[src/rtl/core/dcf_pkg.sv]
`default_nettype none

package dcf_pkg;

    // Four packet lanes, one per motor channel.
    localparam int NumLanes = 4;
    localparam int LaneIdxW = 2;
    localparam int CmdW     = 11;
    localparam int ValW     = 16;
    localparam int ProdW    = 26;

    // value kinds
    localparam logic [1:0] KIND_RAW  = 2'd0;
    localparam logic [1:0] KIND_PCT  = 2'd1;
    localparam logic [1:0] KIND_US   = 2'd2;
    localparam logic [1:0] KIND_STOP = 2'd3;

    // rate codes
    localparam logic [1:0] RATE_150 = 2'd0;
    localparam logic [1:0] RATE_300 = 2'd1;
    localparam logic [1:0] RATE_600 = 2'd2;
    localparam logic [1:0] RATE_RSV = 2'd3;

    // register indexes
    localparam logic [1:0] REG_RATE  = 2'd0;
    localparam logic [1:0] REG_FLOOR = 2'd1;
    localparam logic [1:0] REG_CEIL  = 2'd2;

    localparam logic [1:0]      RATE_RESET  = RATE_300;
    localparam logic [CmdW-1:0] FLOOR_RESET = 11'd48;
    localparam logic [CmdW-1:0] CEIL_RESET  = 11'd2047;

    // 100.0 percent in Q7.8, pulse width limits
    localparam logic [ValW-1:0] PCT_FULL = 16'd25600;
    localparam logic [ValW-1:0] US_MIN   = 16'd1000;
    localparam logic [ValW-1:0] US_MAX   = 16'd2000;

    // d/10 = (d*820)>>13, exact for d < 1024
    localparam logic [9:0]  RECIP_10   = 10'd820;
    localparam int          RECIP_10_S = 13;
    // x/25 = (x*83887)>>21, exact for x < 65536
    localparam logic [16:0] RECIP_25   = 17'd83887;
    localparam int          RECIP_25_S = 21;

    typedef struct packed {
        logic s1;
        logic s2;
        logic s3;
    } pipe_en_t;

    typedef struct packed {
        logic            zero;
        logic [ValW-1:0] val;
    } lane_res_t;

    typedef struct packed {
        logic [NumLanes-1:0] mask;
        logic [LaneIdxW-1:0] chan;
    } item_ctrl_t;

    // ceil(16000 / kbps) + 2 us
    function automatic logic [7:0] frame_time(input logic [1:0] rate);
        logic [7:0] t;
        unique case (rate)
            RATE_150: t = 8'd109;
            RATE_300: t = 8'd56;
            RATE_600: t = 8'd29;
            RATE_RSV: t = 8'd29;
        endcase
        return t;
    endfunction

    // command, telemetry bit 0, nibble XOR checksum
    function automatic logic [15:0] make_packet(input logic [CmdW-1:0] cmd);
        logic [11:0] payload;
        logic [3:0]  csum;
        payload = {cmd, 1'b0};
        csum    = payload[3:0] ^ payload[7:4] ^ payload[11:8];
        return {payload, csum};
    endfunction

endpackage

`default_nettype wire

[src/rtl/core/dcf_lane.sv]
`default_nettype none

// Per-lane value mapping: clamp, scale by span, divide by reciprocal.
module dcf_lane (
    input  wire logic                        clk,
    input  wire logic [1:0]                  kind,
    input  wire logic [dcf_pkg::ValW-1:0]    value,
    input  wire logic [dcf_pkg::CmdW-1:0]    span,
    input  wire logic [dcf_pkg::CmdW-1:0]    floor_val,
    input  wire dcf_pkg::pipe_en_t           en,
    output dcf_pkg::lane_res_t               res
);

    // stage 1
    logic                     s1_zero_reg, s1_zero_next;
    logic                     s1_raw_reg,  s1_raw_next;
    logic                     s1_pct_reg,  s1_pct_next;
    logic [dcf_pkg::ValW-1:0] s1_m_reg,    s1_m_next;
    logic [dcf_pkg::ValW-1:0] us_c;
    logic [9:0]               us_d;
    logic [19:0]              us_q;
    logic [6:0]               pct;

    // stage 2
    logic                      s2_zero_reg, s2_raw_reg, s2_pct_reg;
    logic [dcf_pkg::ValW-1:0]  s2_m_reg;
    logic [dcf_pkg::ProdW-1:0] s2_prod_reg, s2_prod_next;

    // stage 3
    logic                     s3_zero_reg;
    logic [dcf_pkg::ValW-1:0] s3_val_reg, s3_val_next;
    logic [dcf_pkg::ValW-1:0] div_x;
    logic [32:0]              div_p;
    logic [dcf_pkg::CmdW-1:0] quot;
    logic [11:0]              sum;

    always_comb
    begin
        us_c = (value > dcf_pkg::US_MAX) ? dcf_pkg::US_MAX : value;
        us_d = 10'(us_c - dcf_pkg::US_MIN);
        us_q = {10'd0, us_d} * {10'd0, dcf_pkg::RECIP_10};
        pct  = us_q[19:dcf_pkg::RECIP_10_S];

        s1_zero_next = 1'b0;
        s1_raw_next  = 1'b0;
        s1_pct_next  = 1'b0;
        s1_m_next    = '0;
        unique case (kind)
            dcf_pkg::KIND_RAW:
            begin
                s1_raw_next = 1'b1;
                s1_m_next   = value;
            end
            dcf_pkg::KIND_PCT:
            begin
                s1_pct_next  = 1'b1;
                s1_zero_next = (value == '0) || value[15];
                s1_m_next    = (value > dcf_pkg::PCT_FULL) ? dcf_pkg::PCT_FULL : value;
            end
            dcf_pkg::KIND_US:
            begin
                s1_zero_next = (value <= dcf_pkg::US_MIN) || (pct == '0);
                s1_m_next    = {9'd0, pct};
            end
            dcf_pkg::KIND_STOP:
            begin
                s1_zero_next = 1'b1;
            end
        endcase
    end

    always_ff @(posedge clk)
    begin
        if (en.s1)
        begin
            s1_zero_reg <= s1_zero_next;
            s1_raw_reg  <= s1_raw_next;
            s1_pct_reg  <= s1_pct_next;
            s1_m_reg    <= s1_m_next;
        end
    end

    // operand is at most 25600, fits 15 bits
    assign s2_prod_next = {11'd0, s1_m_reg[14:0]} * {15'd0, span};

    always_ff @(posedge clk)
    begin
        if (en.s2)
        begin
            s2_zero_reg <= s1_zero_reg;
            s2_raw_reg  <= s1_raw_reg;
            s2_pct_reg  <= s1_pct_reg;
            s2_m_reg    <= s1_m_reg;
            s2_prod_reg <= s2_prod_next;
        end
    end

    // /25600 = >>10 then /25; /100 = >>2 then /25
    always_comb
    begin
        div_x       = s2_pct_reg ? s2_prod_reg[25:10] : s2_prod_reg[17:2];
        div_p       = {17'd0, div_x} * {16'd0, dcf_pkg::RECIP_25};
        quot        = div_p[31:dcf_pkg::RECIP_25_S];
        sum         = {1'b0, floor_val} + {1'b0, quot};
        s3_val_next = s2_raw_reg ? s2_m_reg : {4'd0, sum};
    end

    always_ff @(posedge clk)
    begin
        if (en.s3)
        begin
            s3_zero_reg <= s2_zero_reg;
            s3_val_reg  <= s3_val_next;
        end
    end

    assign res.zero = s3_zero_reg;
    assign res.val  = s3_val_reg;

endmodule

`default_nettype wire

[src/rtl/core/dcf_merge.sv]
`default_nettype none

// Sanitize lane results, build packets, keep last commands, output register.
module dcf_merge (
    input  wire logic                          clk,
    input  wire logic                          rst_n,
    input  wire dcf_pkg::lane_res_t            res [dcf_pkg::NumLanes],
    input  wire dcf_pkg::item_ctrl_t           ctrl,
    input  wire logic                          load,
    input  wire logic                          commit,
    input  wire logic [dcf_pkg::CmdW-1:0]      floor_val,
    input  wire logic [dcf_pkg::CmdW-1:0]      ceil_val,
    output logic                               accepted,
    output logic [dcf_pkg::NumLanes-1:0]       lane_mask,
    output logic [15:0]                        packet [dcf_pkg::NumLanes],
    output logic [dcf_pkg::CmdW-1:0]           selected_last_command
);

    logic [dcf_pkg::CmdW-1:0] cmd       [dcf_pkg::NumLanes];
    logic [dcf_pkg::CmdW-1:0] last_reg  [dcf_pkg::NumLanes];
    logic [dcf_pkg::CmdW-1:0] last_next [dcf_pkg::NumLanes];
    logic [15:0]              pkt_next  [dcf_pkg::NumLanes];
    logic [15:0]              pkt_reg   [dcf_pkg::NumLanes];
    logic                     accepted_reg;
    logic [dcf_pkg::NumLanes-1:0] mask_reg;
    logic [dcf_pkg::CmdW-1:0] sel_reg, sel_next;

    always_comb
    begin
        for (int i = 0; i < dcf_pkg::NumLanes; i++)
        begin
            if (res[i].zero || (res[i].val < {5'd0, floor_val}))
                cmd[i] = '0;
            else if (res[i].val > {5'd0, ceil_val})
                cmd[i] = ceil_val;
            else
                cmd[i] = res[i].val[dcf_pkg::CmdW-1:0];
            pkt_next[i]  = ctrl.mask[i] ? dcf_pkg::make_packet(cmd[i]) : 16'd0;
            last_next[i] = ctrl.mask[i] ? cmd[i] : last_reg[i];
        end
        // readout reflects this transaction's own update
        sel_next = last_next[ctrl.chan];
    end

    always_ff @(posedge clk or negedge rst_n)
    begin
        if (!rst_n)
        begin
            for (int i = 0; i < dcf_pkg::NumLanes; i++)
                last_reg[i] <= '0;
        end
        else if (commit)
        begin
            for (int i = 0; i < dcf_pkg::NumLanes; i++)
                last_reg[i] <= last_next[i];
        end
    end

    always_ff @(posedge clk)
    begin
        if (load)
        begin
            accepted_reg <= |ctrl.mask;
            mask_reg     <= ctrl.mask;
            sel_reg      <= sel_next;
            for (int i = 0; i < dcf_pkg::NumLanes; i++)
                pkt_reg[i] <= pkt_next[i];
        end
    end

    assign accepted              = accepted_reg;
    assign lane_mask             = mask_reg;
    assign packet                = pkt_reg;
    assign selected_last_command = sel_reg;

endmodule

`default_nettype wire

[src/rtl/core/dshot_command_framer_top.sv]
// Each transaction runs through its lane's stage registers, then the merge output register.
// Throughput: one transaction per cycle unless the master stalls; four lane pipelines (clamp,
// span multiply, reciprocal divide) run side by side and a merge stage forms the result.
// Guard and next frame time resolve in the accept cycle; input stalls only when all four stages
// hold transactions and the master side is not ready. Reset (rst_n, async, active low):
// pipeline empty, registers at defaults, guard time and per-channel last commands cleared.
`default_nettype none

module dshot_command_framer_top (
    input  wire logic          clk,
    input  wire logic          rst_n,
    // APB configuration
    input  wire logic          psel,
    input  wire logic          penable,
    input  wire logic          pwrite,
    input  wire logic [3:0]    paddr,
    input  wire logic [31:0]   pwdata,
    output logic [31:0]        prdata,
    output logic               pready,
    // request stream
    input  wire logic          s_axis_tvalid,
    output logic               s_axis_tready,
    // [1:0] channel, [5:2] lane_count, [21:6] value_0, [37:22] value_1,
    // [53:38] value_2, [69:54] value_3, [101:70] now_us, [103:102] zero
    input  wire logic [103:0]  s_axis_tdata,
    // [0] req_type, [2:1] value_kind
    input  wire logic [2:0]    s_axis_tuser,
    // result stream
    output logic               m_axis_tvalid,
    input  wire logic          m_axis_tready,
    // [3:0] lane_mask, [19:4] packet_0, [35:20] packet_1, [51:36] packet_2,
    // [67:52] packet_3, [78:68] selected_last_command, [79] zero
    output logic [79:0]        m_axis_tdata,
    // [0] accepted
    output logic [0:0]         m_axis_tuser
);

    // ---------------------------------------------------------------
    // Configuration registers
    // ---------------------------------------------------------------
    logic [1:0]                rate_reg;
    logic [dcf_pkg::CmdW-1:0]  floor_reg;
    logic [dcf_pkg::CmdW-1:0]  ceil_reg;
    logic                      cfg_wr;
    logic [1:0]                cfg_idx;

    assign pready  = 1'b1;
    assign cfg_idx = paddr[3:2];
    assign cfg_wr  = psel && penable && pwrite && pready;

    always_ff @(posedge clk or negedge rst_n)
    begin
        if (!rst_n)
        begin
            rate_reg  <= dcf_pkg::RATE_RESET;
            floor_reg <= dcf_pkg::FLOOR_RESET;
            ceil_reg  <= dcf_pkg::CEIL_RESET;
        end
        else if (cfg_wr)
        begin
            unique case (cfg_idx)
                dcf_pkg::REG_RATE:  rate_reg  <= pwdata[1:0];
                dcf_pkg::REG_FLOOR: floor_reg <= pwdata[dcf_pkg::CmdW-1:0];
                dcf_pkg::REG_CEIL:  ceil_reg  <= pwdata[dcf_pkg::CmdW-1:0];
                default: ;
            endcase
        end
    end

    always_comb
    begin
        unique case (cfg_idx)
            dcf_pkg::REG_RATE:  prdata = {30'd0, rate_reg};
            dcf_pkg::REG_FLOOR: prdata = {21'd0, floor_reg};
            dcf_pkg::REG_CEIL:  prdata = {21'd0, ceil_reg};
            default:            prdata = '0;
        endcase
    end

    // Inverted limits give an empty span.
    logic [dcf_pkg::CmdW-1:0] span;
    assign span = (ceil_reg >= floor_reg) ? (ceil_reg - floor_reg) : '0;

    // ---------------------------------------------------------------
    // Request fields
    // ---------------------------------------------------------------
    logic                      req_type;
    logic [1:0]                value_kind;
    logic [1:0]                channel;
    logic [3:0]                lane_count;
    logic [15:0]               value_in [dcf_pkg::NumLanes];
    logic [31:0]               now_us;

    assign req_type    = s_axis_tuser[0];
    assign value_kind  = s_axis_tuser[2:1];
    assign channel     = s_axis_tdata[1:0];
    assign lane_count  = s_axis_tdata[5:2];
    assign value_in[0] = s_axis_tdata[21:6];
    assign value_in[1] = s_axis_tdata[37:22];
    assign value_in[2] = s_axis_tdata[53:38];
    assign value_in[3] = s_axis_tdata[69:54];
    assign now_us      = s_axis_tdata[101:70];

    // ---------------------------------------------------------------
    // Pipeline flow control: a stage moves when the next one is empty or moving.
    // ---------------------------------------------------------------
    logic v1_reg, v2_reg, v3_reg, v4_reg;
    logic rdy1, rdy2, rdy3, rdy4;
    logic in_xact;
    dcf_pkg::pipe_en_t en;

    assign rdy4 = !v4_reg || m_axis_tready;
    assign rdy3 = !v3_reg || rdy4;
    assign rdy2 = !v2_reg || rdy3;
    assign rdy1 = !v1_reg || rdy2;

    assign s_axis_tready = rdy1;
    assign in_xact       = s_axis_tvalid && rdy1;
    assign en.s1         = rdy1;
    assign en.s2         = rdy2;
    assign en.s3         = rdy3;

    always_ff @(posedge clk or negedge rst_n)
    begin
        if (!rst_n)
        begin
            v1_reg <= 1'b0;
            v2_reg <= 1'b0;
            v3_reg <= 1'b0;
            v4_reg <= 1'b0;
        end
        else
        begin
            if (rdy1) v1_reg <= in_xact;
            if (rdy2) v2_reg <= v1_reg;
            if (rdy3) v3_reg <= v2_reg;
            if (rdy4) v4_reg <= v3_reg;
        end
    end

    // ---------------------------------------------------------------
    // Frame guard: decided at accept time against the stored frame time.
    // ---------------------------------------------------------------
    logic [31:0]                  nft_reg, nft_next;
    logic [31:0]                  guard_diff;
    logic                         busy;
    logic [dcf_pkg::NumLanes-1:0] want_mask;
    logic [dcf_pkg::NumLanes-1:0] grant_mask;

    assign guard_diff = now_us - nft_reg;
    assign busy       = guard_diff[31];

    always_comb
    begin
        for (int i = 0; i < dcf_pkg::NumLanes; i++)
        begin
            if (req_type)
                want_mask[i] = ({28'd0, lane_count} > i);
            else
                want_mask[i] = (channel == dcf_pkg::LaneIdxW'(i));
        end
        grant_mask = busy ? '0 : want_mask;
        nft_next   = now_us + {24'd0, dcf_pkg::frame_time(rate_reg)};
    end

    always_ff @(posedge clk or negedge rst_n)
    begin
        if (!rst_n)
            nft_reg <= '0;
        else if (in_xact && (grant_mask != '0))
            nft_reg <= nft_next;
    end

    // Item control travels alongside the lane pipelines.
    dcf_pkg::item_ctrl_t ctrl1_reg, ctrl2_reg, ctrl3_reg;

    always_ff @(posedge clk)
    begin
        if (rdy1)
        begin
            ctrl1_reg.mask <= grant_mask;
            ctrl1_reg.chan <= channel;
        end
        if (rdy2) ctrl2_reg <= ctrl1_reg;
        if (rdy3) ctrl3_reg <= ctrl2_reg;
    end

    // ---------------------------------------------------------------
    // Lanes: single send maps value_0 in the target channel's lane.
    // ---------------------------------------------------------------
    dcf_pkg::lane_res_t lane_res [dcf_pkg::NumLanes];

    for (genvar g = 0; g < dcf_pkg::NumLanes; g++)
    begin : g_lane
        dcf_lane u_lane (
            .clk       (clk),
            .kind      (value_kind),
            .value     (req_type ? value_in[g] : value_in[0]),
            .span      (span),
            .floor_val (floor_reg),
            .en        (en),
            .res       (lane_res[g])
        );
    end

    // ---------------------------------------------------------------
    // Merge and output register
    // ---------------------------------------------------------------
    logic                         accepted;
    logic [dcf_pkg::NumLanes-1:0] lane_mask;
    logic [15:0]                  packet [dcf_pkg::NumLanes];
    logic [dcf_pkg::CmdW-1:0]     selected_last_command;

    dcf_merge u_merge (
        .clk                   (clk),
        .rst_n                 (rst_n),
        .res                   (lane_res),
        .ctrl                  (ctrl3_reg),
        .load                  (rdy4),
        .commit                (rdy4 && v3_reg),
        .floor_val             (floor_reg),
        .ceil_val              (ceil_reg),
        .accepted              (accepted),
        .lane_mask             (lane_mask),
        .packet                (packet),
        .selected_last_command (selected_last_command)
    );

    assign m_axis_tvalid = v4_reg;
    assign m_axis_tuser  = accepted;
    assign m_axis_tdata  = {1'b0, selected_last_command, packet[3], packet[2],
                            packet[1], packet[0], lane_mask};

endmodule

`default_nettype wire

[config.mk]
export PLATFORM = sky130hd
export DESIGN_NAME = dshot_command_framer_top
export DESIGN_NICKNAME = d
export VERILOG_FILES = /design/src/rtl/core/dcf_pkg.sv /design/src/rtl/core/dcf_lane.sv /design/src/rtl/core/dcf_merge.sv /design/src/rtl/core/dshot_command_framer_top.sv
export SDC_FILE = /design/constraint.sdc
export NUM_CORES = 2
export LEC_CHECK = 0
export BUFFER_PORTS_ARGS = -buffer_cell sky130_fd_sc_hd__buf_2
export CAP_MARGIN = 20
export CELL_PAD_IN_SITES_DETAIL_PLACEMENT = 1
export CELL_PAD_IN_SITES_GLOBAL_PLACEMENT = 1
export CORE_MARGIN = 5
export CORE_UTILIZATION = 40
export CTS_CLUSTER_DIAMETER = 120
export DETAILED_ROUTE_END_ITERATION = 8
export GPL_ROUTABILITY_DRIVEN = 0
export PLACE_DENSITY_LB_ADDON = 0.1
export SYNTH_ARGS = -nofsm -noshare
export SYNTH_HDL_FRONTEND = slang
export SYNTH_SLANG_ARGS = --single-unit
[constraint.sdc]
create_clock -name clk -period 15.5 [get_ports clk]
set_clock_uncertainty 0.05 [all_clocks]
set_input_delay 0.775 -clock clk [delete_from_list [all_inputs] [get_ports clk]]
set_output_delay 0.775 -clock clk [all_outputs]
set_load 0.01 [all_outputs]
# Word-level counts from Yosys, hierarchy flattened
# Cells that the tools add are included.
# word_totals
reg_bits	514
inputBits	150
output_inout_bits	116
wordCells	229
# classes
n_addsub	11
n_mul	12
n_lt_le_gt_ge	26
n_eq_ne	11
mux	52
bitwise	9
reduce_logical	43
# op_table
operator	n
$pmux W16 S3	4
$mux W16	11
$mux W11	15
$mul A16 B17 Y32 const B	4
$mul A15 B11 Y26	4
$mul A10 B8 Y18 const B	4
$gt A16 B11 Y1	4
$gt A16 B11 Y1 const B	4
$gt A16 B15 Y1 const B	4
$le A16 B10 Y1 const B	4
$logic_not A16 Y1	4
$lt A16 B11 Y1	4
$add A11 B11 Y12	4
$mux W12	4
$mux W10	4
$sub A10 B10 Y10 const B	4
$pmux W11 S3	1
$add A32 B8 Y32	1
$sub A32 B32 Y32	1
$xor A4 B4 Y4	8
$logic_not A7 Y1	4
$pmux W8 S3	1
$bmux W11 S2	1
$logic_or A1 B1 Y1	16
18 further kinds	49

# Depth between registers and ports, before layout
# depth
ltp_word	8
ltp_mapped	43
ltp_nobuf	40

# Modules after synthesis
# A second synthesis with hierarchy kept.
# hier_totals
hier_cells	7424
hier_area_um2	73684.4
# by_module_without_submodules
mod	n_inst	cells_each	area_each_um2	seq_area_each_um2
dcf_lane at g_lane[0].u_lane ...	2	1515	15013.1	2372.3
dcf_lane at g_lane[3].u_lane	1	1507	15083.2	2372.3
dcf_lane at g_lane[2].u_lane	1	1475	14850.5	2372.3
dcf_merge	1	752	7877.6	3383.2
dshot_command_framer_top	1	660	5846.9	2059.5

# Least setup slack after synthesis
# Ideal clock, no wire load.
# synth_timing
path_type	register -> register
from	register g_lane[2].u_lane.s2_pct_reg
to	register g_lane[2].u_lane.s3_val_reg[11] (netlist bit) (data pin)
setup_time_ns	0.270
arrival_ns	8.835
slack_ns	6.345
path_stages_with_launch	40
synth_period_minus_slack_ns	9.155
cell_sequence	edfxtp_1 -> buf_2 -> buf_1 -> clkbuf_1 -> mux2i_1 -> inv_1 -> fa_1 -> inv_1 -> fa_1 -> inv_1 -> fa_1 -> ha_1 -> fa_1 -> inv_1 -> fa_1 -> inv_1 -> ha_1 -> a21o_1 -> [4 not listed] -> a21oi_1 -> o21ai_0 -> a21oi_1 -> o21a_1 -> o21a_1 -> nor2_1 -> ha_1 -> a21o_1 -> a21oi_1 -> o21bai_1 -> a21oi_1 -> o21bai_1 -> a21oi_1 -> o21bai_1 -> a21oi_1 -> o21bai_1 -> a211oi_1 -> a21oi_1
# synth_via
elab_chain_cells	4
# synth_rtl
item	line	rtl
start, declared	dcf_lane.sv:25	logic s2_zero_reg, s2_raw_reg, s2_pct_reg;
start signal, assigned	dcf_lane.sv:92	s2_pct_reg <= s1_pct_reg;
$mux W16	dcf_lane.sv:101	div_x = s2_pct_reg ? s2_prod_reg[25:10] : s2_prod_reg[17:2];
$mul A16 B17 Y32	dcf_lane.sv:102	div_p = {17'd0, div_x} * {16'd0, dcf_pkg::RECIP_25};
$add A11 B11 Y12	dcf_lane.sv:104	sum = {1'b0, floor_val} + {1'b0, quot};
$mux W12	dcf_lane.sv:105	s3_val_next = s2_raw_reg ? s2_m_reg : {4'd0, sum};
net g_lane[2].u_lane.s3_val_next (one bit)	dcf_lane.sv:31	logic [dcf_pkg::ValW-1:0] s3_val_reg, s3_val_next;
end signal, assigned	dcf_lane.sv:113	s3_val_reg <= s3_val_next;
end, declared	dcf_lane.sv:31	
# The timed path passes the listed nets, and every way through them passes these cells.
# A chain may end at the register's enable or synchronous reset.

# Final worst setup path
# Ends and elaborated chain as after synthesis.

==> impl_metrics.toml <==
[grt]
grt_max_degree = 76
antenna_found_initial = 9
overflow = 0
grt_pass1_wl_mm = 326
grt_pass1_vias = 56400
track_usage_pct = 22.5

[route]
vias_per_cell = 5.20
wire_per_inst_um = 21.3
ant_nets = 0
firstDrtPassIters = 5
totalWireLength_mm = 207
vias = 50600
drt_iter0_markers = 2741
drc = 0

[synthesis]
syn_inst = 7221
synth_edf_count = 398
syn_area_per_cell_um2 = 9.89
synth_cell_type_count = 98
synth_top_area_share_pct = 25.8
synth.cell_area_um2 = 71400
ys.flop_type = "edfxtp_1"
ys_seq_area_share_pct = 20.4
ys_ff_latch = 502
yosysTopAreaCell = "fa_1"
async_flop_share_pct = 20.7
synth_area_leaders = "fa_1 (26%), ha_1 (20%), edfxtp_1 (17%)"
synth_warnings = 0

[layout]
ff_latch_area_um2 = 14600
areaGrowthSynthToFinish_pct = 8.26
final_cells = 9735
multi_input_area_um2 = 50700
nets = 9544
largest_reg_flops = 96
drive_above_1_share_pct = 6.83
fill_cells = 20100

[critical_path]
slowest_stage = "fa_1"
critPathMostFrequentCell = "a21oi_1"
cp_num_buf_inv = 6
reg2reg_slack_ps = 5320
crit_family = "compound AO/OA/AOI/OAI gates"
crit_arrival_ps = 10550
endpoint_kind = "flip-flop"
critPathLaunchType = "flip-flop"
cp.required_ps = 15870
cp_slowest_stage_delay_ps = 670
critPathMaxFanout = 35
criticalPathCategory = "reg -> reg"

[sta]
post-route-min-period_ps = 10180
setup_viol = 0
hold_viol_final = 0
fmax_ghz = 0.0982
rsz0062_at_grt = "no"
drv_slew = 0
min_period_over_period_pct = 65.7
worst_slew_pin_slew_ps = 1130
tns_ps = 0
max_slew_margin_pct = 24.5

[clocking]
cts_resized = 0
ctsHoldBuffers = 0
htree_levels = 3
cts_root_buf = "clkbuf_16"
cts_buffers = 67
cts_post_setup_buffers_inserted = 0
tritoncts = "built"
cts_buffer_depth = 3
path_clk_slew_ps = 60
insertion_delay_ps = 690
cts.sinks = 502

[placed_design]
dp.cells = 9609
dp_hpwl_mm = 168
io_buffers = 213

[floorplan]
coreArea_um2 = 178000
start_util_pct = 40.1
rows = 155
die-area_um2 = 187000
die_w_um = 433
dieHeight_um = 433
ioPinCount = 266

[min_path]
worstHoldPathType = "in -> async"

[run]
maxCapViolCount = 0

[outcome]
status = "finished clean"
## cells in the final DEF (no fill, tap or decap), types with 21 or more instances in the layout
master and count:
inv_1 1409, ha_1 1147, fa_1 921, nand2_1 655, edfxtp_1 398, and2_1 289
a21oi_1 286, nor2_1 257, o21ai_0 219, buf_2 211, xnor2_1 186, nor3_1 102
mux2i_1 96, xor2_1 92, dfrtp_1 90, a21o_1 84, nor2b_1 70, clkbuf_16 67
nand2b_1 62, nand3_1 62, mux2_2 56, buf_4 47, o21a_1 45, nand4_1 36
o21bai_1 32, conb_1 27, a211oi_1 26, o22ai_1 23, o211ai_1 21
## per-stage QoR
step | setup slack (ps) | util (%) | hold slack (ps) | instance area, µm²
after floorplan | 6350 | - | 350 | 71500
after global placement | 5350 | 42.1 | 351 | 74900
after detailed placement | 5260 | 42.1 | 356 | 74900
after CTS | 5180 | 43.4 | 59.5 | 77300
after global routing | 4720 | 43.4 | 104 | 77300
final | 5320 | 43.4 | 77.5 | 77300
## final timing paths
| kind | start | end | cells past startpoint |
|---|---|---|---|
| setup / recovery | g_lane[2].u_lane.s2_pct_reg$_DFFE_PP_ | g_lane[2].u_lane.s3_val_reg[11]$_DFFE_PP_ | 37 |
| hold / removal | rst_n | nft_reg[9]$_DFFE_PN0P_ | 1 |
| setup reg to reg | g_lane[2].u_lane.s2_pct_reg$_DFFE_PP_ | g_lane[2].u_lane.s3_val_reg[11]$_DFFE_PP_ | 37 |
| hold reg to reg | ctrl2_reg[5]$_DFFE_PP_ | ctrl3_reg[5]$_DFFE_PP_ | 0 |
| max in group asynchronous | rst_n | u_merge.last_reg[37]$_DFFE_PN0P_ | 2 |
| min in group clk | pwdata[9] | ceil_reg[9]$_DFFE_PN1P_ | 3 |
## metal layers
layer / vias up / track usage, % / part of all wire (%)
li1: 23600 / - / -
met1: 25800 / 31.1 / 46
met2: 1084 / 37.0 / 46
met3: 247 / 3.75 / 5.2
met4: 2 / 5.73 / 2.7
met5: - / 0 / 0.0092
## Yosys cell counts, types with 92 or more instances
master	number
a21oi_1	287
and2_1	289
clkbuf_1	202
edfxtp_1	398
fa_1	921
ha_1	1147
inv_1	1410
mux2i_1	96
nand2_1	656
nor2_1	261
nor3_1	105
o21ai_0	219
xnor2_1	187
xor2_1	92
## cell families (layout without fill, tap and decap cells)
group	Yosys count	after routing	share of synthesized area [%]
multiplexers	153	153	2.25
AO/OA/AOI/OAI	890	890	7.77
adder cells (fa/ha/maj)	2068	2068	45.9
buffers and inverters	1661	1792	8.95
flip-flops	502	502	20.4
AND/OR/NAND/NOR	1666	1666	11.3
other	2	30	0.0105
XOR/XNOR	279	279	3.42
## layout make-up
cell class,instances,area share [%]
multi-input combinational,5083,65.5
sequential,502,18.8
inverter,1411,6.85
tap,2355,3.81
clock buffer,73,2.22
timing repair buffer,261,1.90
clock inverter,47,0.824
antenna,3,0.00971
Power is not shown: default switching activity piles up to over one toggle a cycle in this logic, so the estimate is an artifact.
